**src/hw/rtl/acc_alu_pkg.sv**
```systemverilog
`timescale 1ns / 1ps
`default_nettype none

package acc_alu_pkg;

    localparam int DATA_WIDTH = 32;
    localparam int CNT_W      = $clog2(DATA_WIDTH);

    typedef logic signed [DATA_WIDTH-1:0] t_data;

    typedef enum logic [2:0] {
        MODE_LOAD = 3'd0,
        MODE_ADD  = 3'd1,
        MODE_SUB  = 3'd2,
        MODE_MUL  = 3'd3,
        MODE_DIV  = 3'd4
    } t_mode;

    typedef enum logic [1:0] {
        STAT_OK      = 2'd0,
        STAT_DIVZERO = 2'd1,
        STAT_INVALID = 2'd2,
        STAT_IGNORED = 2'd3
    } t_status;

    typedef enum logic [1:0] {
        ST_IDLE,
        ST_MUL,
        ST_DIV,
        ST_FINISH
    } t_state;

    // controller -> datapath
    typedef struct packed {
        logic start;
        logic mul_step;
        logic div_step;
        logic finish;
    } t_dp_cmd;

    // datapath -> controller
    typedef struct packed {
        logic in_is_mul;
        logic in_is_div;
        logic out_free;
    } t_dp_stat;

endpackage

`default_nettype wire

```
**src/hw/rtl/acc_alu_ctrl.sv**
```systemverilog
`timescale 1ns / 1ps
`default_nettype none

module acc_alu_ctrl (
    input  wire logic                  i_clk,
    input  wire logic                  i_rst_n,
    input  wire logic                  i_in_valid,
    output logic                       o_in_stall,
    input  wire acc_alu_pkg::t_dp_stat i_stat,
    output acc_alu_pkg::t_dp_cmd       o_cmd
);
    import acc_alu_pkg::*;

    t_state           r_state;
    t_state           n_state;
    logic [CNT_W-1:0] r_count;
    logic [CNT_W-1:0] n_count;
    logic             accept;
    logic             last_iter;

    assign accept    = i_in_valid && (r_state == ST_IDLE);
    assign last_iter = (r_count == CNT_W'(DATA_WIDTH - 1));

    always_ff @(posedge i_clk) begin
        if (!i_rst_n) begin
            r_state <= ST_IDLE;
            r_count <= '0;
        end else begin
            r_state <= n_state;
            r_count <= n_count;
        end
    end

    // next state
    always_comb begin
        n_state = r_state;
        n_count = r_count;
        unique case (r_state)
            ST_IDLE: begin
                n_count = '0;
                if (accept) begin
                    if (i_stat.in_is_mul) begin
                        n_state = ST_MUL;
                    end else if (i_stat.in_is_div) begin
                        n_state = ST_DIV;
                    end else begin
                        n_state = ST_FINISH;
                    end
                end
            end
            ST_MUL, ST_DIV: begin
                n_count = r_count + CNT_W'(1);
                if (last_iter) begin
                    n_state = ST_FINISH;
                end
            end
            ST_FINISH: begin
                if (i_stat.out_free) begin
                    n_state = ST_IDLE;
                end
            end
            default: n_state = ST_IDLE;
        endcase
    end

    // outputs
    always_comb begin
        o_in_stall = 1'b1;
        o_cmd      = '0;
        unique case (r_state)
            ST_IDLE: begin
                o_in_stall  = 1'b0;
                o_cmd.start = accept;
            end
            ST_MUL:    o_cmd.mul_step = 1'b1;
            ST_DIV:    o_cmd.div_step = 1'b1;
            ST_FINISH: o_cmd.finish   = i_stat.out_free;
            default:   o_cmd          = '0;
        endcase
    end

endmodule

`default_nettype wire

```
**src/hw/rtl/acc_alu_dp.sv**
```systemverilog
`timescale 1ns / 1ps
`default_nettype none

module acc_alu_dp (
    input  wire logic                 i_clk,
    input  wire logic                 i_rst_n,
    input  wire acc_alu_pkg::t_dp_cmd i_cmd,
    output acc_alu_pkg::t_dp_stat     o_stat,
    input  wire logic [2:0]           i_mode,
    input  wire acc_alu_pkg::t_data   i_operand,
    output logic                      o_out_valid,
    input  wire logic                 i_out_stall,
    output acc_alu_pkg::t_data        o_accumulator_out,
    output logic [1:0]                o_status
);
    import acc_alu_pkg::*;

    localparam int DW = DATA_WIDTH;

    // architectural state
    logic [DW-1:0] r_acc;
    logic          r_halted;
    // latched request
    logic [2:0]    r_mode;
    logic [DW-1:0] r_opnd;
    // iteration registers
    logic [DW-1:0] r_prod;
    logic [DW-1:0] r_mcand;
    logic [DW-1:0] r_mplier;
    logic [DW-1:0] r_rem;
    logic [DW-1:0] r_dvd;
    logic [DW-1:0] r_dvs;
    // output register
    logic          r_out_valid;
    logic [DW-1:0] r_out_acc;
    logic [1:0]    r_out_status;

    logic [DW-1:0] opnd_u;
    logic [DW-1:0] acc_mag;
    logic [DW-1:0] opnd_mag;
    logic [DW:0]   rem_sh;
    logic [DW:0]   rem_diff;
    logic          rem_ge;
    logic [DW-1:0] quot;
    logic [DW-1:0] n_acc;
    logic          n_halted;
    t_status       n_status;

    assign opnd_u   = DW'(i_operand);
    assign acc_mag  = r_acc[DW-1] ? (~r_acc + DW'(1)) : r_acc;
    assign opnd_mag = opnd_u[DW-1] ? (~opnd_u + DW'(1)) : opnd_u;

    assign o_stat.in_is_mul = (i_mode == MODE_MUL) && !r_halted;
    assign o_stat.in_is_div = (i_mode == MODE_DIV) && !r_halted && (opnd_u != '0);
    assign o_stat.out_free  = !r_out_valid || !i_out_stall;

    // restoring divide step on magnitudes
    assign rem_sh   = {r_rem, r_dvd[DW-1]};
    assign rem_diff = rem_sh - {1'b0, r_dvs};
    assign rem_ge   = !rem_diff[DW];
    assign quot     = (r_acc[DW-1] ^ r_opnd[DW-1]) ? (~r_dvd + DW'(1)) : r_dvd;

    // result of the latched request
    always_comb begin
        n_acc    = r_acc;
        n_halted = r_halted;
        n_status = STAT_OK;
        if (r_mode == MODE_LOAD) begin
            n_acc    = r_opnd;
            n_halted = 1'b0;
        end else if (r_halted) begin
            n_status = STAT_IGNORED;
        end else begin
            case (r_mode)
                MODE_ADD: n_acc = r_acc + r_opnd;
                MODE_SUB: n_acc = r_acc - r_opnd;
                MODE_MUL: n_acc = r_prod;
                MODE_DIV: begin
                    if (r_opnd == '0) begin
                        n_status = STAT_DIVZERO;
                        n_halted = 1'b1;
                    end else begin
                        n_acc = quot;
                    end
                end
                default: begin
                    n_status = STAT_INVALID;
                    n_halted = 1'b1;
                end
            endcase
        end
    end

    always_ff @(posedge i_clk) begin
        if (!i_rst_n) begin
            r_acc       <= '0;
            r_halted    <= 1'b0;
            r_out_valid <= 1'b0;
        end else begin
            if (i_cmd.finish) begin
                r_acc       <= n_acc;
                r_halted    <= n_halted;
                r_out_valid <= 1'b1;
            end else if (!i_out_stall) begin
                r_out_valid <= 1'b0;
            end
        end
    end

    always_ff @(posedge i_clk) begin
        if (i_cmd.start) begin
            r_mode   <= i_mode;
            r_opnd   <= opnd_u;
            r_prod   <= '0;
            r_mcand  <= r_acc;
            r_mplier <= opnd_u;
            r_rem    <= '0;
            r_dvd    <= acc_mag;
            r_dvs    <= opnd_mag;
        end
        if (i_cmd.mul_step) begin
            if (r_mplier[0]) begin
                r_prod <= r_prod + r_mcand;
            end
            r_mcand  <= {r_mcand[DW-2:0], 1'b0};
            r_mplier <= {1'b0, r_mplier[DW-1:1]};
        end
        if (i_cmd.div_step) begin
            r_rem <= rem_ge ? rem_diff[DW-1:0] : rem_sh[DW-1:0];
            r_dvd <= {r_dvd[DW-2:0], rem_ge};
        end
        if (i_cmd.finish) begin
            r_out_acc    <= n_acc;
            r_out_status <= n_status;
        end
    end

    assign o_out_valid       = r_out_valid;
    assign o_accumulator_out = t_data'(r_out_acc);
    assign o_status          = r_out_status;

endmodule

`default_nettype wire

```
**src/hw/rtl/accumulator_alu_chain.sv**
```systemverilog
// Sequence: load, add, subtract, errors and requests ignored while halted go from request
// accept straight to finish; a multiply or nonzero divide that runs takes accept, then
// 32 radix-2 shift-add or shift-subtract steps, then finish.
// Requests: one at a time; the next is taken once the result is in the
// output register, and finish waits while the output register is held by a stall.
// Reset (synchronous, active low): accumulator 0, chain not halted, no result pending.
`timescale 1ns / 1ps
`default_nettype none

module accumulator_alu_chain (
    input  wire logic               i_clk,
    input  wire logic               i_rst_n,
    input  wire logic               i_in_valid,
    output logic                    o_in_stall,
    input  wire logic [2:0]         i_mode,
    input  wire acc_alu_pkg::t_data i_operand,
    output logic                    o_out_valid,
    input  wire logic               i_out_stall,
    output acc_alu_pkg::t_data      o_accumulator_out,
    output logic [1:0]              o_status
);
    import acc_alu_pkg::*;

    t_dp_cmd  cmd;
    t_dp_stat stat;

    acc_alu_ctrl u_ctrl (
        .i_clk      (i_clk),
        .i_rst_n    (i_rst_n),
        .i_in_valid (i_in_valid),
        .o_in_stall (o_in_stall),
        .i_stat     (stat),
        .o_cmd      (cmd)
    );

    acc_alu_dp u_dp (
        .i_clk             (i_clk),
        .i_rst_n           (i_rst_n),
        .i_cmd             (cmd),
        .o_stat            (stat),
        .i_mode            (i_mode),
        .i_operand         (i_operand),
        .o_out_valid       (o_out_valid),
        .i_out_stall       (i_out_stall),
        .o_accumulator_out (o_accumulator_out),
        .o_status          (o_status)
    );

endmodule

`default_nettype wire
```
**config.mk**
```make
export PLATFORM = sky130hd
export DESIGN_NAME = accumulator_alu_chain
export DESIGN_NICKNAME = d
export VERILOG_FILES = /design/src/hw/rtl/acc_alu_pkg.sv /design/src/hw/rtl/acc_alu_ctrl.sv /design/src/hw/rtl/acc_alu_dp.sv /design/src/hw/rtl/accumulator_alu_chain.sv
export SDC_FILE = /design/constraint.sdc
export NUM_CORES = 1
export LEC_CHECK = 0
export ABC_AREA = 1
export BUFFER_PORTS_ARGS = -buffer_cell sky130_fd_sc_hd__buf_2
export CAP_MARGIN = 10
export CORE_UTILIZATION = 35
export DETAILED_ROUTE_END_ITERATION = 6
export HOLD_SLACK_MARGIN = 0.12
export SYNTH_ARGS = -nofsm -noshare
export SYNTH_HDL_FRONTEND = slang
export SYNTH_SLANG_ARGS = --single-unit
```
**constraint.sdc**
```tcl
create_clock -name i_clk -period 8.7 [get_ports i_clk]
set_input_delay 1.305 -clock i_clk [delete_from_list [all_inputs] [get_ports i_clk]]
set_output_delay 1.305 -clock i_clk [all_outputs]
set_load 0.01 [all_outputs]
```
-- Word-level counts from Yosys, hierarchy flattened
Index checks and enable logic that the tools add are counted.
- register bits after elaboration: 302
- bits of input ports: 39
- output and inout bits: 36
- word-level logic and storage cells: 103
- $add $sub $neg: 8
- equal/unequal tests: 14
- mux-type cells: 40
- bitwise logic cells: 4
- reduce and logical (&&, ||, !) cells: 19
- operators by type and width (operator ; number):
    32-bit 2-to-1 mux ; 15
    32-bit case mux with 4 select lines ; 1
    32-bit by 1-bit adder with 32-bit output (second input constant) ; 3
    32-bit NOT ; 3
    31-bit 2-to-1 mux ; 3
    32-bit adder ; 2
    33-bit by 32-bit subtractor with 33-bit output ; 1
    32-bit logical NOT ; 1
    32-bit nonzero test ; 1
    32-bit subtractor ; 1
    1-bit 2-to-1 mux ; 12
    2-bit 2-to-1 mux ; 5
    5-bit case mux with 2 select lines ; 1
    3-bit by 2-bit equality test with 1-bit output (second input constant) ; 3
    2-bit by 1-bit inequality test with 1-bit output (second input constant) ; 4
    3-bit equality test (second input constant) ; 2
    2-bit case mux with 3 select lines ; 1
    2-bit nonzero test ; 3
    5-bit by 1-bit adder with 5-bit output (second input constant) ; 1
    5-bit equality test (second input constant) ; 1
    2-bit equality test (second input constant) ; 2
    1-bit logical AND ; 4
    1-bit logical NOT ; 4
    2-bit case mux with 2 select lines ; 1
    10 further kinds ; 10

-- Longest topological paths before layout
Gate-level depths: netlist of the first run.
- depth in word-level cells: 7
- depth in mapped cells: 30
- mapped depth without buffers: 30

-- Modules after synthesis
From an unflattened synthesis of the first run, not the netlist that was laid out.
- cells, all modules: 3073
- area, all modules: 22039.9 µm²
- by module, submodules not included (module ; instances ; cells an instance ; area each (µm²) ; seq. area each (µm²)):
    acc_alu_dp ; 1 ; 3004 ; 21575.7 ; 8147.8
    acc_alu_ctrl ; 1 ; 69 ; 464.2 ; 140.1

-- Least setup slack after synthesis of the first run
OpenSTA, ideal clock, no wires.
- path type: input-to-reg
- from: input i_in_valid
- to: register u_dp.r_prod[13]
- arrival time: 3.840 ns
- path slack: 4.668 ns
- stages: 6
- path through: nand2_1 inv_1 clkbuf_1 nor3_1 o21ai_0 o21ai_0
- RTL lines (what ; line ; text):
    start, declared ; accumulator_alu_chain.sv:13 ; input wire logic i_in_valid,
    end signal, assigned ; acc_alu_dp.sv:123 ; r_prod <= r_prod + r_mcand;
    end, declared ; acc_alu_dp.sv:27 ; logic [DW-1:0] r_prod;

==> results.md, run 1 <==
- The core box area is about 0.062 mm^2.
- Yosys instantiated no cell more often than sky130_fd_sc_hd__nand2_1.
- CTS placed an instance of sky130_fd_sc_hd__clkbuf_16 at the clock tree root.
- The sequential share of power is 0.310.
- The peak fanout along the critical path is 5.
- For this run, design rule violations remaining after detail routing come to 0.
- The post-placement worst setup slack is 4.235 ns.
- Across the run, the number of max-cap violations was 0.
- At the pin with the least slew margin, the transition time is about 1.1 ns.
- The switching power total is 4.233 mW.
- The sum of net half-perimeters after detailed placement is ~56000 um.
- The share of the Yosys chip area taken by registers is 0.3790.
- The number of instances in the synthesized netlist is 3064.
- The clock period could shrink to 4.391 ns.
- The run finished with clean final reports.
- Clock skew on the completed layout was measured at around 0.026 ns.
- Across all setup checks in the final design, the least slack found is 4.309 ns.
- For this run the aggregate overflow at the end of global routing stands at 0.
- The portion of total power attributed to the clock network is 0.179.
- The die covers about 0.063 mm^2.
- IR analysis of the VDD net gives a maximum drop of between 0.00015 and 0.0002 V.
- The fraction of final layout cells sized beyond drive strength 1 is 0.06963.
- Cell internal power was estimated by the tool at around 4.6 mW.
- Once layout is complete, the utilization of the core stands at 0.3929.
- The synthesized flop and latch total is approximately 300.
- The path type of the worst setup path is reg -> reg.
- The final weighted congestion in routability-driven placement is 0.9934.
- Yosys attributes the largest share of cell area to sky130_fd_sc_hd__edfxtp_1 (31%), sky130_fd_sc_hd__nand2_1 (14%), sky130_fd_sc_hd__inv_1 (6.9%).
- In this run the cell area of the synthesized design comes to ~0.022 mm^2.
- After clock tree synthesis, the repair step resized 0 gates.
- In the synthesized netlist, the cells that appear most often are sky130_fd_sc_hd__nand2_1 (821), sky130_fd_sc_hd__inv_1 (401), sky130_fd_sc_hd__nor2_1 (322), sky130_fd_sc_hd__edfxtp_1 (226), sky130_fd_sc_hd__a21oi_1 (225).
- The layout net count is roughly 3200.
- Summed over all layers, the routed wires come to approximately 75000 um.
- The final total power is 8.784 mW.
- The power density over the cells is ~360 mW/mm^2.
- The H-tree was split into 2 levels.
- A synthesized cell averages 7.136 um^2.
- For this run, the top clock speed supported by timing is 0.2277 GHz.
- The count of pins over their slew limit is 0.
- Data on the critical path arrives at its endpoint at 4.71 ns.
- The placement row count is 91.
- Setup violations remaining at the end of the flow were counted as 0.
- The filler cells instantiated in the layout total ~6600.
- The number of antenna violations at the first check in global routing was 6.
- The share of flip-flops with an asynchronous set or reset after synthesis is 0.
- The top cell type by total area after synthesis is sky130_fd_sc_hd__edfxtp_1.
- The final sum of negative setup slack is 0 ns.
- The required time at the endpoint of the critical path is 9.02 ns.
- For this run, the total global-route usage over all layers was measured as 0.2333.
- Clock latency on the worst-skew pair, taken at its later pin, is ~0.58 ns.
- The register-to-register setup slack is 4.31 ns.
- Entering global routing, the biggest net connects just under 80 pins.
- The worst pin sits at a relative slew slack of 0.2768.
- Setup repair after global routing left no endpoint under its margin.
- The detailed-routing iteration count for the pre-antenna-repair pass is 6.
- The number of cells after detailed placement is between 3000 and 4000.
- Counting every net in the synthesized netlist gives about 3200.
- The wire length of the first global-routing pass is approximately 110000 um.
- The height of the chip is about 250 um.
- The count of distinct cell types in the synthesized netlist is 55.
- Once the clock tree was built, the setup fixing pass inserted 0 buffers.
- The routed wirelength normalized by instance count is 18.86 um.
- The number of global-route vias before repair is around 19000.
- The number of top-level pins is 75.
- The worst setup path is captured at a flip-flop.
- The DRC marker count from the first detailed-route iteration is approximately 2000.
- The CTS sink count is approximately 300.
- The kind of start point of the critical path is a flip-flop.
- The number of buffers added by the clock tree synthesis step is 38.
- Compared with the post-synthesis result, the final layout area differs by 10.90%.
- In the synthesized netlist the dominant register cell turns out to be sky130_fd_sc_hd__edfxtp_1.
- The starting density of the core is 0.3543.
- The placement-stage cell area is around 0.023 mm^2.
- The count of nets left with antenna violations once routing finished came out at 0.
- From left edge to right edge, the die measures 252.0 um.
- TritonCTS built the clock tree.
- The count of final hold-check violations is 0.
- The post-cts hold buffer count is 0.
- Hold timing on the final database bottoms out at a slack of between 0.4 and 0.5 ns.
- The summed area of non-filler cells in the final layout is 0.02425 mm^2.
- The clock edge transition at the registers on the reported setup and hold paths is approximately 0.06 ns.
- The synthesized design contains around 230 enable-type register cells.
- Of the total power, combinational logic draws 0.511.
- Once layout is complete, the cells apart from fillers number between 3000 and 4000.
- Counting along the longest clock path gives a buffer depth of 3.
- The total number of vias is a little over 20000.
- The count of port buffers added during placement is 74.
- Dividing the final minimum period by the clock period gives 0.5047.
- The portion of synthesized cell area occupied by the leading cell type is 0.3104.
- The switching share of total power is 0.4819.
- The tightest min-delay check is of the reg -> reg type.
- The static leakage is around 11 nW.
- The number of vias per cell after detailed routing is ~5.2.
- The number of synthesis warnings is 0.
[routing by layer]
layer | vias to the layer above | track usage | part of all wire
met4 | 2 | 0.08208 | 0.034
met5 | - | 0 | 0.00017
met2 | 796 | 0.3599 | 0.43
li1 | 10147 | - | -
met1 | 9408 | 0.3197 | 0.45
met3 | 128 | 0.05127 | 0.087
[cells in the final DEF (no fill, tap or decap), types with 5 or more instances in the layout]
master / synthesis / final
sky130_fd_sc_hd__xor2_1: 98 / 98
sky130_fd_sc_hd__a21boi_0: 7 / 7
sky130_fd_sc_hd__nand3_1: 173 / 173
sky130_fd_sc_hd__inv_1: 401 / 399
sky130_fd_sc_hd__o21ai_1: 50 / 50
sky130_fd_sc_hd__nor2_2: 5 / 6
sky130_fd_sc_hd__nand4_1: 32 / 32
sky130_fd_sc_hd__o31ai_1: 15 / 15
sky130_fd_sc_hd__nand3b_1: 10 / 10
sky130_fd_sc_hd__a21o_1: 12 / 12
sky130_fd_sc_hd__or2_2: 20 / 20
sky130_fd_sc_hd__clkinv_2: 0 / 5
sky130_fd_sc_hd__o211ai_1: 5 / 5
sky130_fd_sc_hd__nor3_1: 31 / 31
sky130_fd_sc_hd__o21ai_0: 220 / 220
sky130_fd_sc_hd__dfxtp_1: 75 / 75
sky130_fd_sc_hd__nor4_1: 6 / 6
sky130_fd_sc_hd__nand2_1: 821 / 819
sky130_fd_sc_hd__ha_1: 106 / 104
sky130_fd_sc_hd__edfxtp_1: 226 / 226
sky130_fd_sc_hd__a31oi_1: 10 / 10
sky130_fd_sc_hd__buf_2: 10 / 74
sky130_fd_sc_hd__nor2_1: 322 / 319
sky130_fd_sc_hd__nor2_4: 4 / 6
sky130_fd_sc_hd__clkbuf_1: 64 / 12
sky130_fd_sc_hd__clkbuf_16: 0 / 39
sky130_fd_sc_hd__nor3_2: 7 / 6
sky130_fd_sc_hd__inv_2: 11 / 12
sky130_fd_sc_hd__nand2_2: 4 / 5
sky130_fd_sc_hd__a21oi_1: 225 / 225
sky130_fd_sc_hd__o21bai_1: 16 / 16
sky130_fd_sc_hd__buf_4: 8 / 13
sky130_fd_sc_hd__xnor2_1: 22 / 22
[cell type report]
| cell class | instances | area [um^2] | share of cell area |
|---|---|---|---|
| Antenna cell | 2 | 5.005 | 0.0002064 |
| Sequential cell | 301 | 8288 | 0.3418 |
| Inverter | 414 | 1555 | 0.06414 |
| Multi-Input combinational cell | 2259 | 11670 | 0.4813 |
| Clock buffer | 55 | 1076 | 0.04438 |
| Tap cell | 837 | 1047 | 0.04319 |
| Clock inverter | 15 | 138.9 | 0.005728 |
| Timing Repair Buffer | 87 | 467.9 | 0.01930 |
[path summary, 6_finish.rpt]
path	start	end	cells past startpoint
worst min register to register	u_ctrl.r_count[4]	u_ctrl.r_count[4]	2
worst min-delay path	u_ctrl.r_count[4]	u_ctrl.r_count[4]	2
worst max-delay path	u_dp.r_dvs[0]	u_dp.o_accumulator_out[24]	25
worst max register to register	u_dp.r_dvs[0]	u_dp.o_accumulator_out[24]	25
[critical path: stages (launching register included)]
cell                       delay [ns]
sky130_fd_sc_hd__edfxtp_1        0.51
sky130_fd_sc_hd__inv_1           0.13
sky130_fd_sc_hd__nand2_1         0.11
sky130_fd_sc_hd__nor2_1          0.33
sky130_fd_sc_hd__nand2_1         0.20
sky130_fd_sc_hd__nor3_1          0.19
sky130_fd_sc_hd__inv_1           0.10
sky130_fd_sc_hd__nor2_2          0.18
sky130_fd_sc_hd__inv_1           0.08
sky130_fd_sc_hd__o31ai_1         0.24
sky130_fd_sc_hd__xor2_1          0.21
sky130_fd_sc_hd__inv_1           0.07
sky130_fd_sc_hd__ha_1            0.35
sky130_fd_sc_hd__nand2_1         0.12
sky130_fd_sc_hd__nor2_1          0.28
sky130_fd_sc_hd__nand2_1         0.14
sky130_fd_sc_hd__nor2_1          0.10
sky130_fd_sc_hd__nand2_1         0.09
sky130_fd_sc_hd__nand3_1         0.11
sky130_fd_sc_hd__nand2_1         0.05
sky130_fd_sc_hd__nand3_1         0.12
sky130_fd_sc_hd__nand3_1         0.14
sky130_fd_sc_hd__nand2_1         0.09
sky130_fd_sc_hd__nand2_1         0.06
sky130_fd_sc_hd__nand2_1         0.10
sky130_fd_sc_hd__inv_1           0.05
[flip-flops by register name, indices dropped and copies added (netlist names), 5 cells and up]
| signal | flops |
|---|---|
| u_ctrl.r_count | 5 |
| u_dp.o_accumulator_out | 32 |
| u_dp.r_mcand | 32 |
| u_dp.r_rem | 32 |
| u_dp.r_prod | 32 |
| u_dp.r_opnd | 31 |
| u_dp.r_dvd | 32 |
| u_dp.r_dvs | 32 |
| u_dp.r_mplier | 32 |
| u_dp.r_acc | 32 |
[cell families after synthesis]
group / synth area share
xor gates and xnor gates: 0.04807
AOI/OAI and AO/OA: 0.1433
buffers and inverters: 0.08949
DFF: 0.3790
adders and majority gates: 0.06340
and+or+nand+nor: 0.2767
[power groups by stage]
| stage | clock (mW) | combinational (mW) | sequential, mW |
|---|---|---|---|
| finish | 1.57 | 4.49 | 2.72 |
| CTS | 1.60 | 4.45 | 2.71 |
| detailed placement | 0 | 4.43 | 2.73 |
| floorplan | 0 | 3.30 | 2.57 |
| global route | 1.65 | 5.06 | 2.77 |
| global placement | 0 | 4.42 | 2.73 |
No activity file was read; power rests on OpenSTA's default activity.
==> run 2, diff against run 1 <==
==> constraint.sdc (replaced) <==
create_clock -name i_clk -period 4.46 [get_ports i_clk]
set_input_delay 0.669 -clock i_clk [delete_from_list [all_inputs] [get_ports i_clk]]
set_output_delay 0.669 -clock i_clk [all_outputs]
set_load 0.01 [all_outputs]
==> results.md, run 2 (synthesis gave the netlist of run 1 again) <==
- The kind of start point of the critical path is a flip-flop.
- The total number of vias is 20642.
- The total die area is ~0.063 mm^2.
- Clock tree synthesis inserted a total of 39 buffers.
- Measured along the x axis, the die boundary spans ~250 um.
- The detailed-routing iteration count for the pre-antenna-repair pass is 6.
- The CTS sink count is between 300 and 400.
- At the later pin of the worst-skew pair, clock insertion delay measures about 0.58 ns.
- Summed over all nets, the half-perimeter wirelength after detailed placement is 58210 um.
- The number of antenna violations at the first check in global routing came to 1.
- The total global-route track usage is 0.2402.
- The type of the worst min-delay path is in -> reg.
- The number of diodes added for antenna fixing is 0.
- The highest achievable clock rate is 0.2412 GHz.
- Of all nets on the critical path, the largest fanout is 5.
- The post-cts hold buffer count is 0.
- The count of pins over their slew limit is 0.
- The number of filler cells placed in the layout is 6574.
- VDD sags by at most roughly 0.00039 V.
- The most frequent standard cell in the layout excluding fill and tap cells is sky130_fd_sc_hd__nand2_1.
- STA puts the critical path data required time at between 4 and 5 ns.
- No sink is reached through more buffers than the 3 on the longest clock path.
- Counting tap cells, the placed design contains a total of 3911 instances.
- Summed over all cells, the static leakage comes to 11.23 nW.
- The final weighted congestion in routability-driven placement is a little over 1.
- After detailed routing, the total wire length is approximately 76000 um.
- After the first detailed-routing iteration, the DRC count stood at ~1900.
- The worst register-to-register path has a depth of 26.
- The clock root buffer is sky130_fd_sc_hd__clkbuf_16.
- Counting instances, the worst hold path has a depth of 1.
- During I/O placement, the number of pins put on the boundary was 75.
- The clock period could shrink to slightly above 4 ns.
- The capturing element type of the critical path is a flip-flop.
- The post-CTS setup-driven buffer insertion count is 0.
- TritonCTS built the clock tree.
- In the final layout, the share of cells above drive strength 1 is 0.07472.
- The total global routing overflow is 0.
- For this run, design rule violations remaining after detail routing come to 0.
- Headroom to the max-slew limit came out at 0.3016.
- Using the TritonRoute via totals, the vias-per-cell ratio works out to ~5.2.
- The clock skew after layout is roughly 0.018 ns.
- After clock tree synthesis, the repair step resized 0 gates.
- The number of failing setup endpoints in the final timing report is 0.
- Row generation in the floorplan step produced between 90 and 100 rows.
- Setup total negative slack on the finished layout was measured at 0 ns.
- In this run the power density over the cells is roughly 720 mW/mm^2.
- The clock edge transition at the registers on the reported setup and hold paths is around 0.060 ns.
- The count of final hold-check violations is 0.
- The area growth from synthesis to layout is 12.24%.
- The transition at the pin with the smallest max-transition slack is roughly 1.0 ns.
- In the layout the commonest cells are sky130_fd_sc_hd__nand2_1 (819), sky130_fd_sc_hd__inv_1 (399), sky130_fd_sc_hd__nor2_1 (320).
- The number of nets still failing antenna checks after routing is 0.
- The final non-filler cell total is 3982.
- The number of maximum-capacitance constraint violations is 0.
- In this run the standard cell core region covers 0.06171 mm^2.
- Entering global routing, the biggest net connects between 70 and 80 pins.
- The ratio of final minimum period to clock period is 0.9296.
- For this configuration, the core starts out at a cell density of 0.3543.
- The maximum level of the CTS H-tree is 2.
- The layout net count is around 3300.
- The final core area utilization is 0.3977.
- The first global-routing pass estimated between 100000 and 150000 um of wire.
- Overall power consumption after layout is estimated at between 15 and 20 mW.
- Measured along the y axis, the die boundary spans between 200 and 300 um.
- The number of global-route vias before repair is 19547.
- The count of port buffers added during placement is 74.
- After detailed routing, the average wire length per cell comes to 19.20 um.
- The path type of the worst setup path is reg -> reg.
- The flow ran to the end, and the final reports show no timing, DRC or antenna violations.
- Setup repair after global routing left no endpoint under its margin.
- The worst path arrival time is between 4 and 5 ns.
## run 2: worst paths after layout
kind | end | slack, ns | from
min reg2reg | u_ctrl.r_count[4] | 0.49 | u_ctrl.r_count[4]
max | u_dp.o_accumulator_out[28] | 0.31 | u_dp.r_opnd[3]
max reg2reg | u_dp.o_accumulator_out[28] | 0.31 | u_dp.r_opnd[3]
min | u_dp.r_opnd[25] | 0.32 | i_operand[25]
## run 2: layer usage
metal | routed length, um | vias up | track usage
li1 | - | 10167 | -
met1 | 34920 | 9639 | 0.3342
met2 | 33340 | 684 | 0.3725
met3 | 5257 | 150 | 0.03580
met4 | 2924 | 2 | 0.09506
met5 | 12 | - | 0
## run 2: power breakdown
| part | internal, mW | switching [mW] |
|---|---|---|
| Sequential | 4.45 | 0.843 |
| Combinational | 2.76 | 6.20 |
| Clock | 2.14 | 1.31 |
| Total | 9.35 | 8.36 |
## run 2: worst max-delay path, cell delays in order, from the launching register on
cell                       delay, ns
sky130_fd_sc_hd__edfxtp_1       0.49
sky130_fd_sc_hd__nor2_1         0.14
sky130_fd_sc_hd__nand3_1        0.07
sky130_fd_sc_hd__nor2_1         0.28
sky130_fd_sc_hd__buf_4          0.18
sky130_fd_sc_hd__nand2_1        0.08
sky130_fd_sc_hd__nor3_1         0.19
sky130_fd_sc_hd__inv_1          0.10
sky130_fd_sc_hd__nor2_2         0.20
sky130_fd_sc_hd__inv_1          0.09
sky130_fd_sc_hd__o31ai_1        0.24
sky130_fd_sc_hd__xor2_1         0.21
sky130_fd_sc_hd__inv_1          0.06
sky130_fd_sc_hd__ha_1           0.36
sky130_fd_sc_hd__nand2_1        0.11
sky130_fd_sc_hd__nor2_1         0.18
sky130_fd_sc_hd__nand2_1        0.13
sky130_fd_sc_hd__nor2_1         0.10
sky130_fd_sc_hd__nand2_1        0.13
sky130_fd_sc_hd__nand2_1        0.10
sky130_fd_sc_hd__nand2_1        0.05
sky130_fd_sc_hd__nand3_1        0.07
sky130_fd_sc_hd__nand3_1        0.09
sky130_fd_sc_hd__nand2_1        0.07
sky130_fd_sc_hd__nand2_1        0.05
sky130_fd_sc_hd__nand2_1        0.07
sky130_fd_sc_hd__inv_1          0.04
## run 2: stage by stage
step / instance area (um^2) / hold WS [ns] / worst slack, ns
finish: 24540 / 0.3229 / 0.3139
global route: 24540 / 0.3116 / 0.02377
CTS: 24540 / 0.2934 / 0.4191
detailed placement: 23150 / 0.4756 / 0.4257
global placement: 23150 / 0.4589 / 0.4875
floorplan: 21870 / 0.4406 / 1.064
## run 2: layout make-up
| class | instances | area, um^2 | share of cell area |
|---|---|---|---|
| multi-input cells | 2259 | 11670 | 0.4754 |
| flip-flops and latches | 301 | 8288 | 0.3377 |
| inverters | 414 | 1555 | 0.06337 |
| clock buffers | 50 | 1090 | 0.04440 |
| well taps | 837 | 1047 | 0.04267 |
| repair buffers | 100 | 590.6 | 0.02406 |
| clock inverters | 21 | 304.0 | 0.01239 |
